[config.mk]
export PLATFORM = sky130hd
export DESIGN_NAME = c2p_mag_pipe
export DESIGN_NICKNAME = d
export VERILOG_FILES = /design/src/c2p_pkg.sv /design/src/c2p_mag_pipe.sv
export SDC_FILE = /design/constraint.sdc
export NUM_CORES = 2
export LEC_CHECK = 0
export BUFFER_PORTS_ARGS = -buffer_cell sky130_fd_sc_hd__buf_2
export CAP_MARGIN = 10
export CORE_UTILIZATION = 40
export CTS_CLUSTER_DIAMETER = 150
export CTS_CLUSTER_SIZE = 10
export DETAILED_ROUTE_END_ITERATION = 6
export MAX_ROUTING_LAYER = met4
export PLACE_DENSITY = 0.6
export SETUP_SLACK_MARGIN = 0.4
export SKIP_LAST_GASP = 1
export SLEW_MARGIN = 20
export SYNTH_ARGS = -nofsm -noshare
export SYNTH_HDL_FRONTEND = slang
export SYNTH_SLANG_ARGS = --single-unit
[constraint.sdc]
create_clock -name clk -period 6.9 [get_ports clk]
set_input_delay 1.725 -clock clk [delete_from_list [all_inputs] [get_ports clk]]
set_output_delay 1.725 -clock clk [all_outputs]
set_load 0.1 [all_outputs]
[src/c2p_pkg.sv]
package c2p_pkg;

  // Field widths.
  localparam int COORD_BITS = 16;
  localparam int FRAC_BITS  = 8;
  localparam int MAG_WIDTH  = COORD_BITS + FRAC_BITS;
  localparam int ANG_LIMIT  = 360 << FRAC_BITS;
  localparam int ANG_WIDTH  = $clog2(ANG_LIMIT);

  // Square root: the radicand is (x*x + y*y) scaled by 2^(2*FRAC_BITS).
  localparam int RAD_W  = 2 * (COORD_BITS + FRAC_BITS);
  localparam int ROOT_W = MAG_WIDTH;
  localparam int REM_W  = ROOT_W + 1;

  // CORDIC datapath: coordinates are placed at bit 44 - COORD_BITS, with
  // headroom for the CORDIC gain and the sign.
  localparam int CORD_PRE = 44;
  localparam int CORD_SH  = CORD_PRE - COORD_BITS;
  localparam int CORD_W   = CORD_PRE + 3;

  // Angle accumulator in degrees with ZFRAC fraction bits.
  localparam int ZFRAC        = 20;
  localparam int ZW           = 31;
  localparam int ZU_W         = ZW - 1;
  localparam int CORDIC_STEPS = 27;
  localparam int ANG_DROP     = ZFRAC - FRAC_BITS;

  localparam logic signed [ZW-1:0] Z_HALF = ZW'(180 << ZFRAC);
  localparam logic signed [ZW-1:0] Z_FULL = ZW'(360 << ZFRAC);

  // atan(2^-i) in degrees, scaled by 2^ZFRAC.
  localparam logic signed [ZW-1:0] ATAN_DEG_TAB [CORDIC_STEPS] = '{
    ZW'(47185920), ZW'(27855475), ZW'(14718068), ZW'(7471121), ZW'(3750058),
    ZW'(1876857),  ZW'(938658),   ZW'(469357),   ZW'(234682),  ZW'(117342),
    ZW'(58671),    ZW'(29335),    ZW'(14668),    ZW'(7334),    ZW'(3667),
    ZW'(1833),     ZW'(917),      ZW'(458),      ZW'(229),     ZW'(115),
    ZW'(57),       ZW'(29),       ZW'(14),       ZW'(7),       ZW'(4),
    ZW'(2),        ZW'(1)
  };

  // Pipeline lengths; the shorter path is padded to the longer one.
  localparam int MAG_LAT  = 3 + ROOT_W;
  localparam int ANG_LAT  = CORDIC_STEPS + 3;
  localparam int PIPE_LAT = (MAG_LAT > ANG_LAT) ? MAG_LAT : ANG_LAT;
  localparam int MAG_PAD  = PIPE_LAT - MAG_LAT;
  localparam int ANG_PAD  = PIPE_LAT - ANG_LAT;

  typedef logic signed [COORD_BITS-1:0] coord_t;
  typedef logic [MAG_WIDTH-1:0]         mag_t;
  typedef logic [ANG_WIDTH-1:0]         ang_t;

  typedef struct packed {
    mag_t magnitude;
    ang_t angle_deg;
  } c2p_res_t;

endpackage

[src/c2p_mag_pipe.sv]
module c2p_mag_pipe import c2p_pkg::*; (
  input  logic   clk,
  input  logic   stage_en,
  input  coord_t x_coord,
  input  coord_t y_coord,
  output mag_t   magnitude
);

  logic [COORD_BITS-1:0]   ax_r, ay_r;
  logic [2*COORD_BITS-1:0] sqx_r, sqy_r;
  logic [RAD_W-1:0]        rad_r  [ROOT_W];
  logic [REM_W-1:0]        rem_r  [ROOT_W];
  logic [ROOT_W-1:0]       root_r [ROOT_W];

  // Front stages: absolute values, squares, scaled sum.
  always_ff @(posedge clk) begin
    if (stage_en) begin
      ax_r     <= x_coord[COORD_BITS-1] ? COORD_BITS'(-x_coord) : x_coord;
      ay_r     <= y_coord[COORD_BITS-1] ? COORD_BITS'(-y_coord) : y_coord;
      sqx_r    <= {{COORD_BITS{1'b0}}, ax_r} * {{COORD_BITS{1'b0}}, ax_r};
      sqy_r    <= {{COORD_BITS{1'b0}}, ay_r} * {{COORD_BITS{1'b0}}, ay_r};
      rad_r[0] <= {sqx_r + sqy_r, {(2 * FRAC_BITS){1'b0}}};
    end
  end

  // One result bit per stage, most significant first (restoring method).
  for (genvar k = 0; k < ROOT_W; k++) begin : g_sqrt
    logic [REM_W-1:0]  rem_prev;
    logic [ROOT_W-1:0] root_prev;
    logic [REM_W+1:0]  rem_sh;
    logic [REM_W+1:0]  trial;
    logic [REM_W+1:0]  diff;
    logic              ge;

    if (k == 0) begin : g_first
      assign rem_prev  = '0;
      assign root_prev = '0;
    end else begin : g_next
      assign rem_prev  = rem_r[k-1];
      assign root_prev = root_r[k-1];
    end

    always_comb begin
      rem_sh = {rem_prev, rad_r[k][RAD_W-1 -: 2]};
      trial  = {1'b0, root_prev, 2'b01};
      diff   = rem_sh - trial;
      ge     = (rem_sh >= trial);
    end

    always_ff @(posedge clk) begin
      if (stage_en) begin
        rem_r[k]  <= ge ? diff[REM_W-1:0] : rem_sh[REM_W-1:0];
        root_r[k] <= {root_prev[ROOT_W-2:0], ge};
      end
    end

    if (k < ROOT_W - 1) begin : g_rad
      always_ff @(posedge clk) begin
        if (stage_en) begin
          rad_r[k+1] <= {rad_r[k][RAD_W-3:0], 2'b00};
        end
      end
    end
  end

  if (MAG_PAD > 0) begin : g_pad
    mag_t pad_r [MAG_PAD];
    always_ff @(posedge clk) begin
      if (stage_en) begin
        pad_r[0] <= root_r[ROOT_W-1];
        for (int p = 1; p < MAG_PAD; p++) begin
          pad_r[p] <= pad_r[p-1];
        end
      end
    end
    assign magnitude = pad_r[MAG_PAD-1];
  end else begin : g_nopad
    assign magnitude = root_r[ROOT_W-1];
  end

endmodule

Word level (Yosys, flattened, before mapping)
Memories as Yosys holds them, arrays and structs flattened. Index checks and enable logic that the tools add are counted.

Flip-flop bits (word level): 96. Latch bits: 0. Bits in writable memories: 2352. Bits in read-only memories: 0. Bits of input ports: 34. Output and inout bits: 24. Word-level logic and storage cells: 91. Memories: 4.

Add/subtract/negate cells: 27. Multiply operators: 2. Divide/modulo/power cells: 0. $lt $le $gt $ge: 24. Equality and inequality tests: 0. Shifts and indexed selects: 0. Multiplexer cells: 28. Bitwise gates (word level): 0. Reduce and logical (&&, ||, !) cells: 0.

Memories: rad_r (words 24, bits a word 46, rd ports 24, clocked after Yosys merged registers in 0, wr ports 24, line c2p_mag_pipe.sv:11) `logic [RAD_W-1:0] rad_r [ROOT_W];`; rem_r (words 24, bits a word 25, rd ports 23, clocked after Yosys merged registers in 0, wr ports 24, line c2p_mag_pipe.sv:12) `logic [REM_W-1:0] rem_r [ROOT_W];`; root_r (words 24, bits a word 24, rd ports 24, clocked after Yosys merged registers in 0, wr ports 24, line c2p_mag_pipe.sv:13) `logic [ROOT_W-1:0] root_r [ROOT_W];`; g_pad.pad_r (words 3, bits a word 24, rd ports 3, clocked after Yosys merged registers in 0, wr ports 3, line c2p_mag_pipe.sv:67) `mag_t pad_r [MAG_PAD];`.

Operators by type and width (number): $ge A27 B26 Y1 (23); $mux W25 (24); $sub A25 B25 Y25 (23); $mul A16 B16 Y32 (2); $add A32 B32 Y32 (1); $neg A16 Y16 (2); $mux W15 (2); $sub A2 B1 Y3 const B (1); $ge A2 B1 Y1 const B (1); $mux W1 (2).

Logic depth before layout (Yosys ltp)
An unclocked memory read counts as a cell.

Word-level depth: 3. Mapped depth: 27. Depth with buffers taken out: 24.

Least setup slack after synthesis
Ideal clock, no wire load.

Path kind: reg-to-reg. Start: register ay_r[1]. End: register sqy_r[31] (data pin). Setup time: 272 ps. Data arrival time: 6262 ps. Data required time: 6628 ps. Setup slack: 366 ps. Cell stages (with the launch flop): 24. Path buffers: 2. Clock period less this slack: 6534 ps. Cell sequence: edfxtp_1 > clkbuf_1 > clkbuf_1 > and2_1 > fa_1 > inv_1 > fa_1 > fa_1 > fa_1 > inv_1 > fa_1 > inv_1 > fa_1 > inv_1 > ha_1 > o21ai_0 > nor2_1 > a211oi_1 > o31ai_1 > a311oi_1 > nor2_1 > a22o_1 > nor4_1 > a311oi_1.

Longest elaborated chain between the ends: 1.

RTL lines: start: declaration (line c2p_mag_pipe.sv:9) `logic [COORD_BITS-1:0] ax_r, ay_r;`; start signal: assignment (line c2p_mag_pipe.sv:19) `ay_r <= y_coord[COORD_BITS-1] ? COORD_BITS'(-y_coord) : y_coord;`; $mul A16 B16 Y32 (line c2p_mag_pipe.sv:21) `sqy_r <= {{COORD_BITS{1'b0}}, ay_r} * {{COORD_BITS{1'b0}}, ay_r};`; end signal: assignment (line c2p_mag_pipe.sv:21); end: declaration (line c2p_mag_pipe.sv:10) `logic [2*COORD_BITS-1:0] sqx_r, sqy_r;`.

Every way passes these cells. A chain may end at the register's enable or synchronous reset.

Worst setup path after layout
Start: register ax_r[8]. End: register sqx_r[31] (data pin).

Longest elaborated chain between the ends: 1.

RTL lines: start: declaration (line c2p_mag_pipe.sv:9); start signal: assignment (line c2p_mag_pipe.sv:18) `ax_r <= x_coord[COORD_BITS-1] ? COORD_BITS'(-x_coord) : x_coord;`; $mul A16 B16 Y32 (line c2p_mag_pipe.sv:20) `sqx_r <= {{COORD_BITS{1'b0}}, ax_r} * {{COORD_BITS{1'b0}}, ax_r};`; end signal: assignment (line c2p_mag_pipe.sv:20); end: declaration (line c2p_mag_pipe.sv:10).

Every way passes these cells.

==> impl_metrics.ini <==
[timing]
setup_tns_ps = 0
fmax_mhz = 158
period_share_pct = 91.9
holdWs_ps = 404
hold_violations = 0
maxSlewViolCount = 0
worst_pin_slew_ps = 996
final-setup-viol-count = 0
fin_crit_ps = 6340
fin_worst_skew_ps = 33.6
rsz0062_at_grt = true
max_slew_margin_pct = 33.6

[floorplanning]
die_w_um = 439
num_rows = 160
die_area_um2 = 193000
core_um2 = 190000
initial_core_util_pct = 40.2
io-pin-count = 58
die_h_um = 439

[grt]
antenna_found_initial = 1
met2_usage_pct = 28.9
overflow = 0
grt-busiest-layer = met2
use_met1_pct = 17.6
use_met3_pct = 2.17
grt_max_degree = 196
grt_use_total_pct = 16.0
grt_pass1_vias = 48336
grt_pass1_wl_um = 243000

[clock_tree]
clock-sinks = 1274
holdBufCountCts = 0
cts_buffer_depth = 3
worstSkewPairLatency_ps = 770
cts_tree = yes
ctsHtreeMaxLevel = 4
cts-root-buf = clkbuf_16
cts-buffers-inserted = 146
clk_pin_slew_ps = 60

[yosys]
seq_area_frac_synth_pct = 50.1
avgSynthCellArea_um2 = 11.7
synth_cells = 6548
ys_types = 98
synth_seq_cells = 1274
yosys_warnings = 0
synth_edf_count = 1274
synthArstFlopShare_pct = 0
syn_area_um2 = 76400
syn_nets = 7461
ys.flop_type = edfxtp_1

[setup_path]
arrival_ps = 6840
timing.rr.start = ax_r[8]
startpoint = ax_r[8]
required_ps = 7400
end_kind = flop
critPathLaunchType = flop
criticalPathCategory = flop to flop
worstPathMaxFanout = 5

[finish]
nFillCells = 17282
area_growth_pct = 11.1
drive_gt1_share_pct = 8.62
register_area_um2 = 38300
fin_nets = 7661
multi_input_area_um2 = 34600

[power]
switchingPower_mw = 18.5
p_int_mw = 27.3
peakVddDrop_v = 0.00141
powerDensity_nw_per_um2 = 539
power_frac_seq_pct = 26.2
leakage_nw = 35.1
p_sw_share_pct = 40.4
p_clk_share_pct = 14.8
comb_power_share_pct = 59.0

[routing]
drc = 0
wire_per_inst_um = 16.0
antenna_left = 0
num_vias = 47136
drt_pass1_iterations = 5
wl_um = 148000
viasPerCell = 5.08
drtIter0Drc = 2360

[placed_design]
place.detailed.hpwl_um = 111000
gp_congestion = 0.855
port-buffer-count = 57

[worst_hold_path]
hp-start = rad_r[0][126]
min_path_type = flop to flop

[outcome]
status = finished clean

[job]
maxCapViolCount = 0
==> kinds of logic after synthesis <==
group / share of synthesized area, %
and+or+nand+nor: 10.5
DFF: 50.1
AOI/OAI and AO/OA: 9.50
buffers and inverters: 5.35
adders and majority gates: 17.7
xor gates and xnor gates: 6.08
muxes: 0.750
other: 0.00491
==> synthesized netlist by cell type (10+ instances only) <==
cell type     n  area [um^2]
or2_2        29          181
xor2_1      244         2140
o31a_1       10         87.6
a211o_1      17          149
nor2_1      333         1250
or4_1        28          210
nand3_1      91          455
nand3b_1     12         90.1
a21oi_1     296         1480
edfxtp_1   1274        38300
xnor2_1     286         2500
o31ai_1      50          375
nor2b_1      59          369
buf_2        16         80.1
clkbuf_1     99          372
o2111ai_1    10         87.6
mux2i_1      10          100
a2111oi_0    12          105
and2_1      100          626
a31oi_1      22          138
inv_1       898         3370
nor4_1       60          375
or3_1        47          294
nand4_1      40          250
buf_4        25          188
nor3b_1      12         90.1
o21bai_1     29          218
o21a_1       64          480
nor3_1      127          636
mux2_2       42          473
ha_1        543         6790
and3_1       33          206
nand2b_1     78          488
o211ai_1     21          158
a211oi_1     35          263
a21o_1      152         1140
a21boi_0     11         82.6
o21ai_0     309         1550
fa_1        336         6730
a31o_2       10         87.6
nand2_1     517         1940
==> critical path, cell delays in order (launching register included) <==
cell      delay, ps
edfxtp_1        430
buf_6           150
buf_6           120
and2_4          150
fa_1            500
inv_1            60
fa_1            530
inv_1            50
fa_1            470
fa_2            590
fa_1            450
fa_2            590
ha_4            220
a21oi_2         150
o21ai_2          90
a311o_1         390
o221ai_4        180
a21oi_2         100
a221o_1         360
a221oi_2        290
o21bai_1        110
xnor2_1         130
==> placed cells by master, fill, tap and decap left out, drive strengths merged, types with 200 or more instances in the layout <==
cell and instances:
buf 200, ha 543, xnor2 286, xor2 244, nor2 334, a21oi 299
inv 910, nand2 518, fa 336, o21ai 315, edfxtp 1274
==> registers in the layout, indices dropped and copies added, names as in the netlist <==
signal,cells
rem_r,536
root_r,300
rad_r,272
g_pad.pad_r,72
sqx_r,31
sqy_r,31
ax_r,16
ay_r,16
==> final timing paths <==
path | to | slack [ps] | depth (start not counted)
setup / recovery | sqx_r[31] | 560 | 21
hold / removal | rad_r[0][174] | 400 | 0
hold reg to reg | rad_r[0][174] | 400 | 0
setup reg to reg | sqx_r[31] | 560 | 21
==> layout make-up <==
class,count,share of cell area [%]
sequential,1274,45.1
multi-input combinational,4226,40.7
clock buffer,147,4.31
inverter,900,3.98
tap,2511,3.70
timing repair buffer,200,1.82
clock inverter,17,0.358
antenna,1,0.00295
==> stage by stage <==
step                      setup slack (ps)  cell area (um^2)  power [mW]  instances  util, %
after floorplan                        411             76400        29.8       6548        -
after global placement                 137             79800        35.7       9049     42.0
after detailed placement              57.5             79800        36.0       9049     42.0
after CTS                              381             84100        43.4       9241     44.3
after global routing                   326             84900        49.9       9276     44.7
final                                  561             84900        45.8       9276     44.7
==> power groups by stage <==
stage | Sequential [mW] | Combinational (mW) | Clock, mW
detailed placement | 12.2 | 23.8 | 0
global placement | 12.1 | 23.6 | 0
floorplan | 11.8 | 18.0 | 0
finish | 12.0 | 27.0 | 6.78
global route | 12.1 | 30.5 | 7.29
CTS | 12.0 | 24.4 | 7.00
==> metal layers <==
metal / vias up / part of all wire [%]
met5: - / 0
met4: 0 / 3.8
met3: 291 / 2.9
met2: 684 / 53
met1: 22914 / 40
li1: 23247 / -
==> repair_timing <==
action | CTS | global route
pin swaps | 3 | 73
buffers inserted | 28 | 34
endpoints found under the setup margin | 10 | 16
resized for setup | 10 | 118
Note: power is estimated with default switching activity, not from simulation.
