<file path="src/c2p_pkg.sv">
package c2p_pkg;

  // Field widths.
  localparam int COORD_BITS = 16;
  localparam int FRAC_BITS  = 8;
  localparam int MAG_WIDTH  = COORD_BITS + FRAC_BITS;
  localparam int ANG_LIMIT  = 360 << FRAC_BITS;
  localparam int ANG_WIDTH  = $clog2(ANG_LIMIT);

  // Square root: the radicand is (x*x + y*y) scaled by 2^(2*FRAC_BITS).
  localparam int RAD_W  = 2 * (COORD_BITS + FRAC_BITS);
  localparam int ROOT_W = MAG_WIDTH;
  localparam int REM_W  = ROOT_W + 1;

  // CORDIC datapath: coordinates are placed at bit 44 - COORD_BITS, with
  // headroom for the CORDIC gain and the sign.
  localparam int CORD_PRE = 44;
  localparam int CORD_SH  = CORD_PRE - COORD_BITS;
  localparam int CORD_W   = CORD_PRE + 3;

  // Angle accumulator in degrees with ZFRAC fraction bits.
  localparam int ZFRAC        = 20;
  localparam int ZW           = 31;
  localparam int ZU_W         = ZW - 1;
  localparam int CORDIC_STEPS = 27;
  localparam int ANG_DROP     = ZFRAC - FRAC_BITS;

  localparam logic signed [ZW-1:0] Z_HALF = ZW'(180 << ZFRAC);
  localparam logic signed [ZW-1:0] Z_FULL = ZW'(360 << ZFRAC);

  // atan(2^-i) in degrees, scaled by 2^ZFRAC.
  localparam logic signed [ZW-1:0] ATAN_DEG_TAB [CORDIC_STEPS] = '{
    ZW'(47185920), ZW'(27855475), ZW'(14718068), ZW'(7471121), ZW'(3750058),
    ZW'(1876857),  ZW'(938658),   ZW'(469357),   ZW'(234682),  ZW'(117342),
    ZW'(58671),    ZW'(29335),    ZW'(14668),    ZW'(7334),    ZW'(3667),
    ZW'(1833),     ZW'(917),      ZW'(458),      ZW'(229),     ZW'(115),
    ZW'(57),       ZW'(29),       ZW'(14),       ZW'(7),       ZW'(4),
    ZW'(2),        ZW'(1)
  };

  // Pipeline lengths; the shorter path is padded to the longer one.
  localparam int MAG_LAT  = 3 + ROOT_W;
  localparam int ANG_LAT  = CORDIC_STEPS + 3;
  localparam int PIPE_LAT = (MAG_LAT > ANG_LAT) ? MAG_LAT : ANG_LAT;
  localparam int MAG_PAD  = PIPE_LAT - MAG_LAT;
  localparam int ANG_PAD  = PIPE_LAT - ANG_LAT;

  typedef logic signed [COORD_BITS-1:0] coord_t;
  typedef logic [MAG_WIDTH-1:0]         mag_t;
  typedef logic [ANG_WIDTH-1:0]         ang_t;

  typedef struct packed {
    mag_t magnitude;
    ang_t angle_deg;
  } c2p_res_t;

endpackage

</file>
<file path="src/c2p_if.sv">


interface c2p_out_if import c2p_pkg::*; ();
  logic valid;
  logic ready;
  mag_t magnitude;
  ang_t angle_deg;

  modport source (output valid, output magnitude, output angle_deg, input ready);
  modport sink (input valid, input magnitude, input angle_deg, output ready);
endinterface

</file>
<file path="src/c2p_out_buf.sv">
module c2p_out_buf import c2p_pkg::*; (
  input  logic             clk,
  input  logic             rst_n,
  input  logic             push,
  input  c2p_res_t         push_data,
  output logic             full,
  c2p_out_if.source        out_chan
);

  logic     out_valid_r, out_valid_nxt;
  logic     skid_valid_r, skid_valid_nxt;
  c2p_res_t head_r, skid_r;
  logic     take;

  assign take = out_valid_r && out_chan.ready;

  // The pipeline only pushes while the skid entry is empty, so at most
  // one item ever lands in it.
  always_comb begin
    out_valid_nxt  = out_valid_r;
    skid_valid_nxt = skid_valid_r;
    if (take) begin
      if (skid_valid_r) begin
        skid_valid_nxt = 1'b0;
      end else begin
        out_valid_nxt = push;
      end
    end else if (!out_valid_r) begin
      out_valid_nxt = push;
    end else if (push) begin
      skid_valid_nxt = 1'b1;
    end
  end

  always_ff @(posedge clk) begin
    if (!rst_n) begin
      out_valid_r  <= 1'b0;
      skid_valid_r <= 1'b0;
    end else begin
      out_valid_r  <= out_valid_nxt;
      skid_valid_r <= skid_valid_nxt;
    end
  end

  always_ff @(posedge clk) begin
    if (take && skid_valid_r) begin
      head_r <= skid_r;
    end else if (take || !out_valid_r) begin
      head_r <= push_data;
    end
    if (out_valid_r && !take && push) begin
      skid_r <= push_data;
    end
  end

  assign full               = skid_valid_r;
  assign out_chan.valid     = out_valid_r;
  assign out_chan.magnitude = head_r.magnitude;
  assign out_chan.angle_deg = head_r.angle_deg;

endmodule

</file>
<file path="src/flat_wrapper.sv">
// flat-port wrapper written by rule: the top's interface ports become plain ports
module c2p_out_buf_flat import c2p_pkg::*;
  (clk, rst_n, push, push_data, full, out_chan_valid, out_chan_magnitude, out_chan_angle_deg, out_chan_ready);
  c2p_out_if out_chan_i ();
  input  logic clk;
  input  logic rst_n;
  input  logic push;
  input  c2p_res_t push_data;
  output logic full;
  output wire logic [$bits(out_chan_i.valid)-1:0] out_chan_valid;
  output wire logic [$bits(out_chan_i.magnitude)-1:0] out_chan_magnitude;
  output wire logic [$bits(out_chan_i.angle_deg)-1:0] out_chan_angle_deg;
  input wire logic [$bits(out_chan_i.ready)-1:0] out_chan_ready;
  assign out_chan_valid = out_chan_i.valid;
  assign out_chan_magnitude = out_chan_i.magnitude;
  assign out_chan_angle_deg = out_chan_i.angle_deg;
  assign out_chan_i.ready = out_chan_ready;
  c2p_out_buf u_core (.clk(clk), .rst_n(rst_n), .push(push), .push_data(push_data), .full(full), .out_chan(out_chan_i));
endmodule
</file>
<file path="config.mk">
export PLATFORM = sky130hd
export DESIGN_NAME = c2p_out_buf_flat
export DESIGN_NICKNAME = d
export VERILOG_FILES = /design/src/c2p_pkg.sv /design/src/c2p_if.sv /design/src/c2p_out_buf.sv /design/src/flat_wrapper.sv
export SDC_FILE = /design/constraint.sdc
export NUM_CORES = 1
export LEC_CHECK = 0
export ABC_AREA = 1
export BUFFER_PORTS_ARGS = -buffer_cell sky130_fd_sc_hd__buf_2
export CAP_MARGIN = 10
export CORE_MARGIN = 2
export CORE_UTILIZATION = 40
export CTS_CLUSTER_DIAMETER = 60
export DETAILED_ROUTE_END_ITERATION = 6
export GPL_TIMING_DRIVEN = 0
export SETUP_SLACK_MARGIN = 0.3
export SLEW_MARGIN = 20
export SYNTH_ARGS = -nofsm -noshare
export SYNTH_HDL_FRONTEND = slang
export SYNTH_SLANG_ARGS = --single-unit
</file>
<file path="constraint.sdc">
create_clock -name clk -period 3 [get_ports clk]
set_input_delay 0.15 -clock clk [delete_from_list [all_inputs] [get_ports clk]]
set_output_delay 0.15 -clock clk [all_outputs]
set_load 0.05 [all_outputs]
</file>
## Yosys cells after proc, flatten, opt, wreduce, memory -nomap -nowiden

Cells that the tools add are included.
Widths: inputs -> output; s select.

- Latch bits: 0
- Register bits after elaboration: 84
- Memories kept: 0
- Logic and storage cells: 23
- Memory bits (read-only): 0
- Memory bits (writable): 0

- Multipliers: 0
- Eq/ne operators: 1
- Bitwise gates (word level): 1
- Reductions and logical operators: 10
- Magnitude comparators: 0
- Shift-type cells: 0
- Multiplexer cells: 5
- Add/sub/neg operators: 0
- Divide/modulo/power cells: 0

Operator list:

| cell | count |
|---|---|
| $mux 41 | 2 |
| $logic_and 1x1->1 | 4 |
| $mux 1 | 3 |
| $logic_not 1->1 | 2 |
| $ne 2x2->1 const B | 1 |
| $reduce_and 2->1 | 1 |
| $reduce_bool 2->1 | 1 |
| $reduce_or 2->1 | 1 |
| $logic_or 1x1->1 | 1 |
| $not 1->1 | 1 |

## Longest topological paths before layout

Gate-level depths: netlist (run 1).

- Word-level depth: 4
- Mapped depth: 5
- Gate-level depth less buffers: 5

## Worst setup path before layout (run 1)

OpenSTA, ideal clock, no wires.

- Kind: reg-to-reg
- From: register u_core.out_valid_r (netlist: u_core.out_chan.valid)
- To: register u_core.skid_r[0] in the netlist's numbering (enable)
- Required time: 2.560 ns
- Stages on the path, launching flop included: 3
- Setup time: 0.440 ns
- Path slack: -0.016 ns
- Buffers on the path: 0
- Data arrival time: 2.577 ns
- Cell sequence: dfxtp_1 > nand2_1 > nor2_1

- Word-level cells in the longest chain between the ends: 4

RTL lines:

| what | line | source |
|---|---|---|
| from (decl) | c2p_out_buf.sv:10 | `logic out_valid_r, out_valid_nxt;` |
| from (signal assigned) | c2p_out_buf.sv:40 | `out_valid_r <= out_valid_nxt;` |
| $logic_and 1x1->1 | c2p_out_buf.sv:15 | `assign take = out_valid_r && out_chan.ready;` |
| $logic_not 1->1 | c2p_out_buf.sv:51 | `if (out_valid_r && !take && push) begin` |
| $logic_and 1x1->1 (*) (2 in series) | c2p_out_buf.sv:51 |  |
| to (signal assigned) | c2p_out_buf.sv:52 | `skid_r <= push_data;` |
| to (decl) | c2p_out_buf.sv:12 | `c2p_res_t head_r, skid_r;` |

Every way passes the cells marked *; elsewhere a longest branch is shown, timed or not.
A chain may end at the register's enable or synchronous reset.

## Worst setup path in the final report (run 1)

- From: register u_core.out_valid_r (netlist: u_core.out_chan.valid)
- To: register u_core.skid_r[9] in the netlist's numbering (enable)

The elaborated chain is that of the path after synthesis.

==> flow_summary.toml, run 1 <==
[critical_path]
path_class = "flop to flop"
critical_path.endpoint_type = "flop"
worst-path-max-fanout = 24
cp-start-kind = "flop"
crit_required_ns = 3.05
critPathArrivalTime_ns = 1.81

[power_and_ir_drop]
net-switching-power_uw = 649
p_seq_frac = 0.531
internal-power_mw = 1.93
max-vdd-ir-drop_uv = 338
power_leakage_nw = 1.79
pwr-share-clk = 0.327
powerDensity_nw_per_um2 = 583
finalPower_mw = 2.58
pwr-share-comb = 0.142
sw_frac_of_total = 0.252

[synth]
largest_family_of_logic_cells_by_synthesized_area = "simple AND/OR/NAND/NOR gates"
main_flop_type_after_synthesis = "sky130_fd_sc_hd__edfxtp_1"
netlist.top_cell.by_area = "sky130_fd_sc_hd__edfxtp_1"
synth_top_cell_area_share = 0.775
yosysMostFrequentCell = "sky130_fd_sc_hd__nand2_1"
syn-mean-instance-area_um2 = 13.6
synth_simple_gate_area_frac = 0.116
synthXorXnorAreaFrac = 0
post_syn_nets = 278
synth_adder_area_share = 0
synthCells = 233
synth_commonest_cells = "85 x sky130_fd_sc_hd__nand2_1, 82 x sky130_fd_sc_hd__edfxtp_1, 32 x sky130_fd_sc_hd__o21ai_0, 9 x sky130_fd_sc_hd__o21ai_1"
post_synth_instance_area_um2 = 3180
post_synth_mux_area_share = 0
synth-edff-count = 82
synth_seq_area_share = 0.788
yosys_warnings = 0
postSynth.asyncResetShare = 0
synth_compound_area_frac = 0.0662
flip_flop_and_latch_count_after_synthesis = 84
yosys-top-cells-area = "sky130_fd_sc_hd__edfxtp_1 78%, sky130_fd_sc_hd__nand2_1 10%, sky130_fd_sc_hd__o21ai_0 5.0%"
netlist-cell-type-count = 16

[routing]
drt-wirelength-per-cell_um = 13.6
drt_pass1_iterations = 4
drt-vias-per-instance = 4.61
ant_nets = 0
detail_route.iter0.violations = 102
route.detailed.drc = 0
vias = 2218
routed_wl_mm = 6.55

[floorplan]
floorplan.die_area_um2 = 8670
floorplan.initialDensity = 0.411
die-height_um = 93.1
fp.dieW_um = 93.1
fp.coreArea_um2 = 7730
ios = 88
std_cell_rows = 32

[sta]
final_min_period_over_clock_period = 0.585
worst_slew_margin_rel = 0.478
final_setup_violation_count = 0
timing.clock.skew_ns = 0.00999
final_hold_violation_count = 0
total_negative_setup_slack_ns = 0
fmax_mhz = 570
worst-slew-pin-transition_ns = 0.782
unrepaired_setup_endpoints_after_global_routing = "false"
layout_min_cycle_time_ns = 1.76
slew_violations = 0

[worst_hold_path]
worst_hold_path_type = "input port to flop"

[global_route]
grt_pass1_vias = 2238
antenna_found_initial = 0
global_routing_usage_summed_across_all_routing_layers = 0.160
grt_start_max_net_pins = 25
grt_overflow = 0
grt_pass1_wl_mm = 10.5

[clock_network]
ctsLongestPathBuffers = 2
cts_tree = "built"
clock_latency_ns = 0.34
postCtsResizedCells = 0
cts_num_sinks = 84
cts_htree_levels = 3
tritoncts.num_buffers = 9
cts.reportedPaths.clkPinSlew_ns = 0.08
cts-root-buf = "sky130_fd_sc_hd__clkbuf_8"

[status]
outcome = "completed"

[layout]
final_net_count = 419
nFillCells = 680
diodes = 0
drive_above_1_share = 0.309
area.growth.synth_to_final_pct = 39.2

[job]
drv_cap = 0

[placement]
port-buffer-count = 87
gp_congestion = 0.731
dp_hpwl_mm = 4.11
worst paths after layout:
kind | to | slack, ns | startpoint | depth (start not counted)
setup / recovery | u_core.skid_r[9]$_DFFE_PP_ | 1.24 | u_core.out_chan.valid$_SDFFE_PN0P_ | 3
hold / removal | u_core.full$_SDFFE_PP0P_ | 0.06 | rst_n | 3
hold reg to reg | u_core.out_chan.angle_deg[6]$_DFFE_PP_ | 0.52 | u_core.skid_r[6]$_DFFE_PP_ | 2
setup reg to reg | u_core.skid_r[9]$_DFFE_PP_ | 1.24 | u_core.out_chan.valid$_SDFFE_PN0P_ | 3
flip-flops by register name, summed over array words and instances (netlist names):
name	flops
u_core.out_chan.angle_deg	17
u_core.full	1
u_core.out_chan.valid	1
u_core.skid_r	41
u_core.out_chan.magnitude	24
cell families after synthesis:
family,Yosys count
flip-flops,84
buffers and inverters,16
AO/OA/AOI/OAI,42
AND/OR/NAND/NOR,91
cell type report:
type	instances	area [um^2]	area share
Sequential cell	84	2500	0.566
Timing Repair Buffer	130	901	0.204
Multi-Input combinational cell	133	588	0.133
Clock buffer	11	131	0.0297
Tap cell	102	128	0.0289
Buffer	12	81.3	0.0184
Clock inverter	5	76.3	0.0173
Inverter	4	15.0	0.00339
metal layers:
metal | vias up | GRT usage | share of wire
met5 | - | 0 | 0
met4 | 0 | 0.0735 | 0.021
met3 | 11 | 0.0274 | 0.043
met2 | 62 | 0.284 | 0.52
met1 | 1048 | 0.190 | 0.41
li1 | 1097 | - | -
what timing repair did:
| item | CTS | global route |
|---|---|---|
| hold buffers | 41 | 0 |
| endpoints found under the hold margin | 41 | 0 |
| setup buffers | 0 | 0 |
worst max-delay path: stages (launching register included):
cell                      delay [ns]
sky130_fd_sc_hd__dfxtp_1        0.44
sky130_fd_sc_hd__nand2_1        0.15
sky130_fd_sc_hd__nor2_4         0.63
sky130_fd_sc_hd__buf_16         0.24
cell usage in the layout, fill, tap and decap left out:
master	n
sky130_fd_sc_hd__buf_2	88
sky130_fd_sc_hd__nand2_1	84
sky130_fd_sc_hd__edfxtp_1	82
sky130_fd_sc_hd__dlygate4sd3_1	41
sky130_fd_sc_hd__o21ai_0	32
sky130_fd_sc_hd__o21ai_1	9
sky130_fd_sc_hd__clkbuf_8	9
sky130_fd_sc_hd__clkbuf_1	5
sky130_fd_sc_hd__clkbuf_2	4
sky130_fd_sc_hd__buf_6	4
sky130_fd_sc_hd__inv_1	3
sky130_fd_sc_hd__nand2_2	2
sky130_fd_sc_hd__nor2_1	2
sky130_fd_sc_hd__bufinv_16	2
sky130_fd_sc_hd__buf_16	2
sky130_fd_sc_hd__dfxtp_1	2
sky130_fd_sc_hd__inv_2	1
sky130_fd_sc_hd__nand2_4	1
sky130_fd_sc_hd__nor2_8	1
sky130_fd_sc_hd__nor2_4	1
sky130_fd_sc_hd__a21oi_1	1
sky130_fd_sc_hd__clkinv_2	1
sky130_fd_sc_hd__clkinv_1	1
sky130_fd_sc_hd__clkinvlp_4	1
power by group through the flow:
stage	registers (mW)	clock network, mW	logic [mW]
after floorplan	1.56	0	0.0577
after global placement	1.40	0	0.317
after detailed placement	1.40	0	0.328
after CTS	1.37	0.868	0.370
after global routing	1.38	0.913	0.391
final	1.37	0.842	0.366
through the flow:
| stage | hold slack, ns | cell area, um^2 | std cells | util | setup slack [ns] |
|---|---|---|---|---|---|
| 6_report | 0.0597 | 4420 | 481 | 0.572 | 1.24 |
| 5_1_grt | 0.0511 | 4420 | 481 | 0.572 | 1.13 |
| 4_1_cts | 0.0426 | 4420 | 481 | 0.572 | 1.19 |
| 3_5_place_dp | 0.340 | 3800 | 424 | 0.492 | 1.20 |
| 3_3_place_gp | 0.340 | 3740 | 422 | 0.484 | 0.407 |
| 2_1_floorplan | 0.249 | 3180 | 233 | - | 0.645 |
(Power assumes the default switching activity.)
==> run 2: changes to the inputs <==
--- a/config.mk
+++ b/config.mk
@@ -13,6 +13,7 @@
 export CTS_CLUSTER_DIAMETER = 60
 export DETAILED_ROUTE_END_ITERATION = 6
 export GPL_TIMING_DRIVEN = 0
+export PLACE_DENSITY = 0.66
 export SETUP_SLACK_MARGIN = 0.3
 export SLEW_MARGIN = 20
 export SYNTH_ARGS = -nofsm -noshare
==> constraint.sdc (replaced) <==
create_clock -name clk -period 1.4 [get_ports clk]
set_input_delay 0.07 -clock clk [delete_from_list [all_inputs] [get_ports clk]]
set_output_delay 0.07 -clock clk [all_outputs]
set_load 0.05 [all_outputs]
==> flow_summary.toml, run 2 (synthesized netlist as in run 1, its figures left out) <==
[clock_network]
clock_latency_ns = 0.35
ctsLongestPathBuffers = 2
cts-root-buf = "sky130_fd_sc_hd__clkbuf_8"
cts_num_sinks = 84
tritoncts.num_buffers = 9
cts_htree_levels = 3
cts.reportedPaths.clkPinSlew_ns = 0.08
cts_tree = "built"

[worst_hold_path]
hp-start = "push"
worst_hold_path_type = "input port to flop"
worst_hold_path_cells = 5
holdPathEnd = "u_core.out_chan.valid$_SDFFE_PN0P_"

[layout]
layout.cells.most_common_list = "90 x sky130_fd_sc_hd__buf_2, 82 x sky130_fd_sc_hd__edfxtp_1, 67 x sky130_fd_sc_hd__nand2_1, 42 x sky130_fd_sc_hd__dlygate4sd3_1, 24 x sky130_fd_sc_hd__o21ai_1"
drive_above_1_share = 0.402
nFillCells = 620
footprint_of_the_multi_input_gates_um2 = 743
max_flop_register = "u_core.skid_r"
layout_commonest_cell = "sky130_fd_sc_hd__buf_2"
ff_latch_area_um2 = 2510
largest_reg_flops = 41
area.growth.synth_to_final_pct = 51.8
diodes = 0
final_net_count = 434

[global_route]
antenna_found_initial = 0
global_routing_usage_summed_across_all_routing_layers = 0.175
grt_pass1_wl_mm = 11.3
grt_pass1_vias = 2383
grt_overflow = 0
grt_start_max_net_pins = 43

[critical_path]
crit_path_cell_trace = "nand2_4 -> nor2_4 -> buf_12 -> clkbuf_16"
slowest_delay_ns = 0.42
critPathArrivalTime_ns = 1.29
regToRegStartpoint = "u_core.out_chan.valid$_SDFFE_PN0P_"
worst-r2r-setup-slack_ns = 0.17
critical_path.n_buffers_inverters = 2
reg2reg_depth = 4
worst-path-max-fanout = 5
critical_path_cell_count = 4
end_of_the_worst_register_to_register_path = "u_core.skid_r[2]$_DFFE_PP_"
crit_family = "flip-flops"
critical_path.endpoint_type = "flop"
cp-start-kind = "flop"
path_class = "flop to flop"
crit_required_ns = 1.47
slowest_stage = "sky130_fd_sc_hd__dfxtp_4"

[sta]
slew_violations = 0
worst-slew-pin-transition_ns = 0.353
unrepaired_setup_endpoints_after_global_routing = "true"
layout_min_cycle_time_ns = 1.23
final_hold_violation_count = 0
worst_slew_margin_rel = 0.764
timing.clock.skew_ns = 0.00724
final_setup_violation_count = 0
final_min_period_over_clock_period = 0.877
layout_setup_ws_ns = 0.173
fmax_mhz = 815
total_negative_setup_slack_ns = 0

[power_and_ir_drop]
power_leakage_nw = 1.97
max-vdd-ir-drop_uv = 618
powerDensity_nw_per_um2 = 1130

[placement]
dp_hpwl_mm = 4.01
dp_slack_ns = -0.196
port-buffer-count = 87
gp_congestion = 0.729

[routing]
drt-vias-per-instance = 4.63
drt-wirelength-per-cell_um = 14.8
ant_nets = 0
route.detailed.drc = 0
detail_route.iter0.violations = 78
drt_pass1_iterations = 4
routed_wl_mm = 7.31
vias = 2291

[floorplan]
ios = 88
std_cell_rows = 32
floorplan.die_area_um2 = 8670
fp.coreArea_um2 = 7730
die-height_um = 93.1
floorplan.initialDensity = 0.411
fp.dieW_um = 93.1

[job]
drv_cap = 0

[status]
outcome = "completed"
[run 2: cell type report]
class | count | area share
Buffer | 12 | 0.0272
Clock buffer | 10 | 0.0265
Clock inverter | 5 | 0.0112
Inverter | 4 | 0.00311
Multi-Input combinational cell | 135 | 0.154
Sequential cell | 84 | 0.520
Tap cell | 102 | 0.0265
Timing Repair Buffer | 143 | 0.231
[run 2: worst max-delay path by stage]
| stage | slack, ns | from | end |
|---|---|---|---|
| after floorplan | -0.18 | u_core.out_chan.valid$_SDFFE_PN0P_ | u_core.skid_r[0]$_DFFE_PP_ |
| after global placement | -0.36 | u_core.out_chan.valid$_SDFFE_PN0P_ | u_core.skid_r[14]$_DFFE_PP_ |
| after detailed placement | -0.20 | u_core.out_chan.valid$_SDFFE_PN0P_ | u_core.skid_r[14]$_DFFE_PP_ |
| after CTS | 0.18 | u_core.out_chan.valid$_SDFFE_PN0P_ | u_core.out_chan.valid$_SDFFE_PN0P_ |
| after global routing | 0.15 | u_core.out_chan.valid$_SDFFE_PN0P_ | u_core.skid_r[2]$_DFFE_PP_ |
| final | 0.17 | u_core.out_chan.valid$_SDFFE_PN0P_ | u_core.skid_r[2]$_DFFE_PP_ |
[run 2: power breakdown]
group	internal [mW]	total [mW]	switching, mW	leakage [nW]
Combinational	0.294	0.887	0.593	1.07
Clock	0.806	1.64	0.830	0.0858
Sequential	2.90	2.94	0.0387	0.816
[run 2: what timing repair did]
item,in CTS,in global routing
gates cloned,3,3
pin swaps,1,4
hold buffers,42,0
setup endpoints to repair,118,114
gates resized for setup,16,47
hold endpoints to repair,45,0
buffers inserted,7,2
[run 2: layer usage]
metal | up-vias | GRT usage | wire, um
met5 | - | 0 | 0
met2 | 68 | 0.313 | 3730
met1 | 1078 | 0.207 | 3170
li1 | 1138 | - | -
met3 | 7 | 0.0306 | 335
met4 | 0 | 0.0735 | 66
[run 2: through the flow]
step                      std cells  instance area, um^2  power [mW]   util  hold slack [ns]
after floorplan                 233                 3220        3.48      -            0.169
after global placement          422                 3790        3.68  0.490            0.260
after detailed placement        423                 3810        3.70  0.494            0.262
after CTS                       490                 4600        5.46  0.596           0.0670
after global routing            495                 4820        5.67  0.624            0.149
final                           495                 4820        5.46  0.624            0.116
[run 2: worst reg2reg max path, stage by stage, from the launching register on]
cell and delay, ns:
sky130_fd_sc_hd__dfxtp_4 0.42, sky130_fd_sc_hd__nand2_4 0.08, sky130_fd_sc_hd__nor2_4 0.15, sky130_fd_sc_hd__buf_12 0.16, sky130_fd_sc_hd__clkbuf_16 0.15
==> run 3: changes to the inputs <==
--- a/config.mk
+++ b/config.mk
@@ -13,7 +13,8 @@
 export CTS_CLUSTER_DIAMETER = 60
 export DETAILED_ROUTE_END_ITERATION = 6
 export GPL_TIMING_DRIVEN = 0
-export PLACE_DENSITY = 0.66
+export HOLD_SLACK_MARGIN = 0.15
+export PLACE_DENSITY = 0.64
 export SETUP_SLACK_MARGIN = 0.3
 export SLEW_MARGIN = 20
 export SYNTH_ARGS = -nofsm -noshare
==> flow_summary.toml, run 3 (synthesized netlist as in run 1, its figures left out) <==
[routing]
drt-vias-per-instance = 4.62
vias = 2295
routed_wl_mm = 6.90
route.detailed.drc = 0
detail_route.iter0.violations = 83
drt_pass1_iterations = 4
ant_nets = 0
drt-wirelength-per-cell_um = 13.9

[global_route]
global_routing_usage_summed_across_all_routing_layers = 0.160
grt_overflow = 0
grt_pass1_vias = 2281
antenna_found_initial = 0
grt_pass1_wl_mm = 10.6
grt_start_max_net_pins = 43

[placement]
dp_hpwl_mm = 3.91
gp_congestion = 0.719
port-buffer-count = 87
post_dp_cell_area_um2 = 3810
dp_slack_ns = -0.146

[clock_network]
cts_htree_levels = 3
cts.reportedPaths.clkPinSlew_ns = 0.08
ctsLongestPathBuffers = 2
cts_num_sinks = 84
cts-root-buf = "sky130_fd_sc_hd__clkbuf_8"
cts_tree = "built"
tritoncts.num_buffers = 9
clock_latency_ns = 0.34

[layout]
diodes = 0
layout_commonest_cell = "sky130_fd_sc_hd__buf_2"
final_net_count = 436
largest_reg_flops = 41
ff_latch_area_um2 = 2510
drive_above_1_share = 0.354
area.growth.synth_to_final_pct = 51.0
layout.cells.most_common_list = "90 x sky130_fd_sc_hd__buf_2, 83 x sky130_fd_sc_hd__nand2_1, 82 x sky130_fd_sc_hd__edfxtp_1, 43 x sky130_fd_sc_hd__dlygate4sd3_1, 29 x sky130_fd_sc_hd__o21ai_1"
nFillCells = 632
stdcell_area_um2 = 4800
max_flop_register = "u_core.skid_r"
footprint_of_the_multi_input_gates_um2 = 633

[worst_hold_path]
worst_hold_path_type = "input port to flop"
worst_hold_path_cells = 5

[sta]
slew_violations = 0
final_hold_violation_count = 0
final_setup_violation_count = 0
worst_slew_margin_rel = 0.755
final_min_period_over_clock_period = 0.861
layout_min_cycle_time_ns = 1.21
fmax_mhz = 829
worst-slew-pin-transition_ns = 0.367
unrepaired_setup_endpoints_after_global_routing = "true"
timing.clock.skew_ns = 0.00962
layout_setup_ws_ns = 0.194

[critical_path]
critical_path.endpoint_type = "flop"
reg2reg_depth = 4
cp-start-kind = "flop"
critPathArrivalTime_ns = 1.26
path_class = "flop to flop"
crit_required_ns = 1.46
worst-path-max-fanout = 6

[power_and_ir_drop]
max-vdd-ir-drop_uv = 743
power_leakage_nw = 1.96
powerDensity_nw_per_um2 = 1250

[floorplan]
die-height_um = 93.1
fp.coreArea_um2 = 7730
fp.dieW_um = 93.1
floorplan.initialDensity = 0.411
floorplan.die_area_um2 = 8670
std_cell_rows = 32
ios = 88

[job]
drv_cap = 0

[status]
outcome = "completed"
## run 3: cell types whose count changed in the layout (fill, tap and decap cells not counted), moves of 2 or more
| cell | before | now |
|---|---|---|
| sky130_fd_sc_hd__nand2_2 | 10 | 1 |
| sky130_fd_sc_hd__clkinvlp_4 | 2 | 0 |
| sky130_fd_sc_hd__nand2_1 | 67 | 83 |
| sky130_fd_sc_hd__o21ai_2 | 5 | 1 |
| sky130_fd_sc_hd__nand2_4 | 8 | 2 |
| sky130_fd_sc_hd__buf_8 | 3 | 1 |
| sky130_fd_sc_hd__bufinv_16 | 1 | 4 |
| sky130_fd_sc_hd__o21ai_1 | 24 | 29 |
| sky130_fd_sc_hd__buf_6 | 4 | 7 |
## run 3: critical path, cell delays in order, from the launching register on
cell                        delay [ns]
sky130_fd_sc_hd__dfxtp_4          0.41
sky130_fd_sc_hd__nand2_4          0.07
sky130_fd_sc_hd__nor2_4           0.12
sky130_fd_sc_hd__buf_6            0.17
sky130_fd_sc_hd__clkbuf_16        0.16
## run 3: where the power goes
part           internal, mW  total (mW)  switching (mW)
clock network          1.35        2.18           0.826
logic                 0.291       0.868           0.576
registers              2.90        2.93          0.0355
total                  4.54        5.98            1.44
## run 3: cell type report
cell class              count  share of cell area
inverters                   4             0.00365
well taps                 102              0.0266
flip-flops and latches     84               0.523
clock inverters             5              0.0261
multi-input cells         134               0.132
repair buffers            146               0.236
plain buffers              12              0.0258
clock buffers              10              0.0266
## run 3: metal layers
metal	wire [um]	GRT usage
met5	0	0
met4	111	0.0613
met1	3010	0.198
met3	350	0.0330
met2	3430	0.277
## run 3: final timing paths
path         slack, ns                                      to                                from
min reg2reg       0.51  u_core.out_chan.angle_deg[6]$_DFFE_PP_          u_core.skid_r[6]$_DFFE_PP_
min               0.20                u_core.full$_SDFFE_PP0P_                                push
max               0.19             u_core.skid_r[16]$_DFFE_PP_  u_core.out_chan.valid$_SDFFE_PN0P_
max reg2reg       0.19             u_core.skid_r[16]$_DFFE_PP_  u_core.out_chan.valid$_SDFFE_PN0P_
## run 3: timing repair
item	4_1_cts	5_1_grt
pin swaps	1	1
setup buffers	6	4
endpoints found under the setup margin	120	124
hold endpoints to repair	84	1
resized for setup	11	21
gates cloned	2	4
hold buffers	43	1
## run 3: stage by stage
step                TNS, ns  total power [mW]  hold WS [ns]  utilization  std cells
floorplan             -7.29              3.48         0.169            -        233
global placement     -21.23              3.68         0.259        0.490        422
detailed placement    -8.96              3.69         0.260        0.494        423
CTS                       0              5.99         0.242        0.603        489
global route              0              6.18         0.206        0.621        497
finish                    0              5.98         0.203        0.621        497
